## config.mk

```make
export PLATFORM = sky130hd
export DESIGN_NAME = tipm_ctrl
export DESIGN_NICKNAME = d
export VERILOG_FILES = /design/src/design/tipm_pkg.sv /design/src/design/tipm_ctrl.sv
export SDC_FILE = /design/constraint.sdc
export NUM_CORES = 1
export LEC_CHECK = 0
export BUFFER_PORTS_ARGS = -buffer_cell sky130_fd_sc_hd__buf_2
export CAP_MARGIN = 20
export CORE_AREA = 2 2 39 41
export DETAILED_ROUTE_END_ITERATION = 10
export DIE_AREA = 0 0 41 43
export HOLD_SLACK_MARGIN = 0.08
export PLACE_DENSITY = 0.43
export SYNTH_ARGS = -nofsm -noshare
export SYNTH_HDL_FRONTEND = slang
export SYNTH_SLANG_ARGS = --single-unit
```

## constraint.sdc

```tcl
create_clock -name i_clk -period 1.1 [get_ports i_clk]
set_input_delay 0.165 -clock i_clk [delete_from_list [all_inputs] [get_ports i_clk]]
set_output_delay 0.165 -clock i_clk [all_outputs]
set_load 0.02 [all_outputs]
```

## src/design/tipm_pkg.sv

```systemverilog
package tipm_pkg;

    localparam int LEN_W    = 6;
    localparam int STATUS_W = 3;
    localparam int SYM_W    = 8;

    localparam logic [STATUS_W-1:0] ST_ADVANCED   = 3'd0;
    localparam logic [STATUS_W-1:0] ST_IS_WORD    = 3'd1;
    localparam logic [STATUS_W-1:0] ST_MISS       = 3'd2;
    localparam logic [STATUS_W-1:0] ST_SLOTS_FULL = 3'd3;
    localparam logic [STATUS_W-1:0] ST_POOL_FULL  = 3'd4;

    localparam logic FUNC_INSERT = 1'b0;
    localparam logic FUNC_QUERY  = 1'b1;

    typedef struct packed {
        logic load;
        logic base;
        logic fetch;
        logic check;
        logic emit;
    } t_cmd;

    typedef struct packed {
        logic dropped;
        logic done;
        logic out_busy;
    } t_sts;

endpackage

```

## src/design/tipm_ctrl.sv

```systemverilog
module tipm_ctrl
    import tipm_pkg::*;
(
    input  logic i_clk,
    input  logic i_rst_n,
    input  logic i_in_valid,
    output logic o_in_stall,
    input  t_sts i_sts,
    output t_cmd o_cmd
);

    localparam logic [2:0] S_IDLE  = 3'd0;
    localparam logic [2:0] S_BASE  = 3'd1;
    localparam logic [2:0] S_PRIME = 3'd2;
    localparam logic [2:0] S_FETCH = 3'd3;
    localparam logic [2:0] S_CHECK = 3'd4;
    localparam logic [2:0] S_OUT   = 3'd5;

    logic [2:0] r_state;
    logic [2:0] n_state;

    always_comb begin
        n_state    = r_state;
        o_cmd      = '0;
        o_in_stall = 1'b1;
        case (r_state)
            S_IDLE: begin
                o_in_stall = 1'b0;
                if (i_in_valid) begin
                    o_cmd.load = 1'b1;
                    n_state    = S_BASE;
                end
            end
            S_BASE: begin
                o_cmd.base = 1'b1;
                n_state    = i_sts.dropped ? S_OUT : S_PRIME;
            end
            S_PRIME: begin
                n_state = S_FETCH;
            end
            S_FETCH: begin
                o_cmd.fetch = 1'b1;
                n_state     = S_CHECK;
            end
            S_CHECK: begin
                o_cmd.check = 1'b1;
                n_state     = i_sts.done ? S_OUT : S_FETCH;
            end
            S_OUT: begin
                if (!i_sts.out_busy) begin
                    o_cmd.emit = 1'b1;
                    n_state    = S_IDLE;
                end
            end
            default: begin
                n_state = S_IDLE;
            end
        endcase
    end

    always_ff @(posedge i_clk) begin
        if (!i_rst_n) begin
            r_state <= S_IDLE;
        end else begin
            r_state <= n_state;
        end
    end

    a_one_cmd: assert property (@(posedge i_clk) disable iff (!i_rst_n)
        $onehot0(o_cmd))
        else $error("more than one command at once");

    a_emit_free: assert property (@(posedge i_clk) disable iff (!i_rst_n)
        o_cmd.emit |-> !i_sts.out_busy)
        else $error("result emitted over a waiting result");

    a_accept_idle: assert property (@(posedge i_clk) disable iff (!i_rst_n)
        o_cmd.load |=> r_state == S_BASE)
        else $error("accepted item did not start");

endmodule

```

==> results.sh <==
export IMPL_coreArea_um2=1384
export IMPL_use_met3_pct=4.712
export IMPL_drcViolationCount=0
export IMPL_powerDensity_nw_per_um2=1207
export IMPL_syn_to_final_growth_pct=101.6
export IMPL_seq_area_frac_synth_pct=24.87
export IMPL_cts_root_buffer="clkbuf_4"
export IMPL_violations="negative setup slack"
export IMPL_grt_overflow_total=0
export IMPL_syn_nets=38
export IMPL_holdBufCountCts=0
export IMPL_required_ns=0.94
export IMPL_die_y_um=43
export IMPL_place_gp_congestion=0.6734
export IMPL_critPathCaptureType="output port"
export IMPL_critPathArrivalTime_ns=1.16
export IMPL_avgSynthCellArea_um2=7.546
export IMPL_p_leak_nw=0.2281
export IMPL_outcome="finished with violations"
export IMPL_wl_per_cell_um=10.32
export IMPL_peakVddDrop_uv=372.9
export IMPL_max_clock_path_buffers=2
export IMPL_cts_inserted_buffers=3
export IMPL_power_uw=587.4
export IMPL_nets=63
export IMPL_place_ws_ns=-0.03436
export IMPL_start_kind="flip-flop"
export IMPL_antenna_found_initial=0
export IMPL_largest_reg_flops=3
export IMPL_yosys_warnings=0
export IMPL_n_fill_cell=151
export IMPL_initial_utilization_pct=17.45
export IMPL_grt_usage_pct=9.127
export IMPL_insertion_delay_ns=0.23
export IMPL_finalMaxSlewViolations=0
export IMPL_diodes=0
export IMPL_wl_um=743
export IMPL_worstSetupPathType="reg2out"
export IMPL_clock_sinks=3
export IMPL_finalSetupViolations=7
export IMPL_fin_worst_skew_ns=0.001604
export IMPL_layout_commonest_cell="buf_4"
export IMPL_top_regs="r_state x3"
export IMPL_port_buffers=11
export IMPL_tightest_slew_ns=0.1895
export IMPL_grt_util_met2_pct=15.31
export IMPL_viasPerCell=4.375
export IMPL_fin_crit_ns=1.320
export IMPL_synth_seq_cells=3
export IMPL_syn_area_um2=241.5
export IMPL_netlist_instances=32
export IMPL_grt_pass1_wl_mm=1.041
export IMPL_final_util_pct=35.17
export IMPL_grt_pass1_vias=278
export IMPL_final_cell_mix="12 x buf_4, 6 x buf_2, 4 x buf_6, 3 x inv_1, 3 x clkbuf_4"
export IMPL_synth_cell_types=22
export IMPL_vias=315
export IMPL_top_usage_layer="met2"
export IMPL_cts_clk_slew_worst_paths_ns=0.03
export IMPL_hpwl_um=543.8
export IMPL_hold_viol_final=0
export IMPL_top_register="r_state"
export IMPL_die_w_um=41
export IMPL_row_count=14
export IMPL_drv_cap=0
export IMPL_rsz0062_at_grt="yes"
export IMPL_cts_tree="yes"
export IMPL_top_level_ports=12
export IMPL_grt_max_degree=8
export IMPL_finalSetupTns_ns=-0.8920
export IMPL_met1_usage_pct=8.654
export IMPL_drt_iter0_drc=2
export IMPL_die_area_um2=1763
export IMPL_drive_gt1_share_pct=62.50
export IMPL_first_pass_iters=2
export IMPL_htree_levels=1
export IMPL_ant_nets=0
export IMPL_finalNonFillerCells=72
export IMPL_post_route_period_util_pct=120.0
export IMPL_maxSlewHeadroom_pct=87.00
export IMPL_min_path_type="in2reg"
export IMPL_worst_slack_ns=-0.2200
export IMPL_fmax_mhz=757.6
export IMPL_dp_cells=63
export IMPL_path_max_fanout=6
## timing repair
action | in CTS | in global routing
resized for setup | 11 | 5
buffers inserted | 4 | 1
endpoints found under the setup margin | 7 | 8
hold endpoints to repair | 0 | 0
cloned | 0 | 0
pin swaps | 3 | 2
## power by group
group / leakage [nW] / internal, mW / switching [mW] / total, mW
Sequential: 0.0261 / 0.124 / 0.0151 / 0.139
Clock: 0.0150 / 0.135 / 0.0506 / 0.186
Combinational: 0.187 / 0.142 / 0.121 / 0.263
## final timing paths
kind | from | endpoint | slack [ns] | depth (start not counted)
max | r_state[2]$_SDFFE_PN0P_ | o_cmd[4] | -0.22 | 3
min | i_rst_n | r_state[0]$_SDFFE_PN0P_ | 0.19 | 2
max reg2reg | r_state[0]$_SDFFE_PN0P_ | r_state[1]$_SDFFE_PN0P_ | -0.03 | 4
min reg2reg | r_state[1]$_SDFFE_PN0P_ | r_state[1]$_SDFFE_PN0P_ | 0.68 | 3
## metal layers
layer	share of wire, %	up-vias
li1	-	161
met1	38	146
met4	0	0
met3	6.2	0
met2	56	8
met5	0	-
## logic make-up after synthesis
group	after synthesis	share of synthesized area (%)
AOI/OAI and AO/OA	7	19.17
buffers and inverters	5	11.40
muxes	1	4.145
and+or+nand+nor	16	40.41
DFF	3	24.87
## critical path, stage by stage (launching register included)
cell,delay (ns)
dfxtp_2,0.33
or3_4,0.40
nor2_4,0.09
buf_6,0.11
## synthesized netlist by cell type
cell type | count | area (um^2)
nor3b_1 | 2 | 15.01
mux2i_1 | 1 | 10.01
or4_1 | 1 | 7.510
nor3_1 | 1 | 5.000
inv_1 | 3 | 11.26
nand2b_1 | 2 | 12.51
buf_6 | 1 | 11.26
nand2_1 | 1 | 3.750
a21oi_1 | 2 | 10.01
o21ai_0 | 2 | 10.01
o2111a_1 | 1 | 11.26
or3_1 | 1 | 6.260
buf_2 | 1 | 5.000
nand3_1 | 1 | 5.000
nor3b_2 | 1 | 12.51
dfxtp_1 | 3 | 60.06
nor2b_1 | 1 | 6.260
and2_1 | 1 | 6.260
o32ai_1 | 1 | 8.760
a31oi_1 | 1 | 6.260
nor2_1 | 3 | 11.26
and3_1 | 1 | 6.260
## per-stage QoR
| step | hold WS, ns | instance area [um^2] |
|---|---|---|
| floorplan | 0.2867 | 266.5 |
| global placement | 0.4233 | 370.4 |
| detailed placement | 0.4266 | 370.4 |
| CTS | 0.1871 | 455.4 |
| global route | 0.1964 | 486.7 |
| finish | 0.1945 | 486.7 |
## area by class of cell
class	count	area [um^2]	area share, %
multi-input cells	24	197.7	40.62
flip-flops and latches	3	66.31	13.62
inverters	3	11.26	2.314
clock buffers	4	26.28	5.398
repair buffers	22	165.2	33.93
well taps	16	20.02	4.113
(Power assumes the default switching activity.)
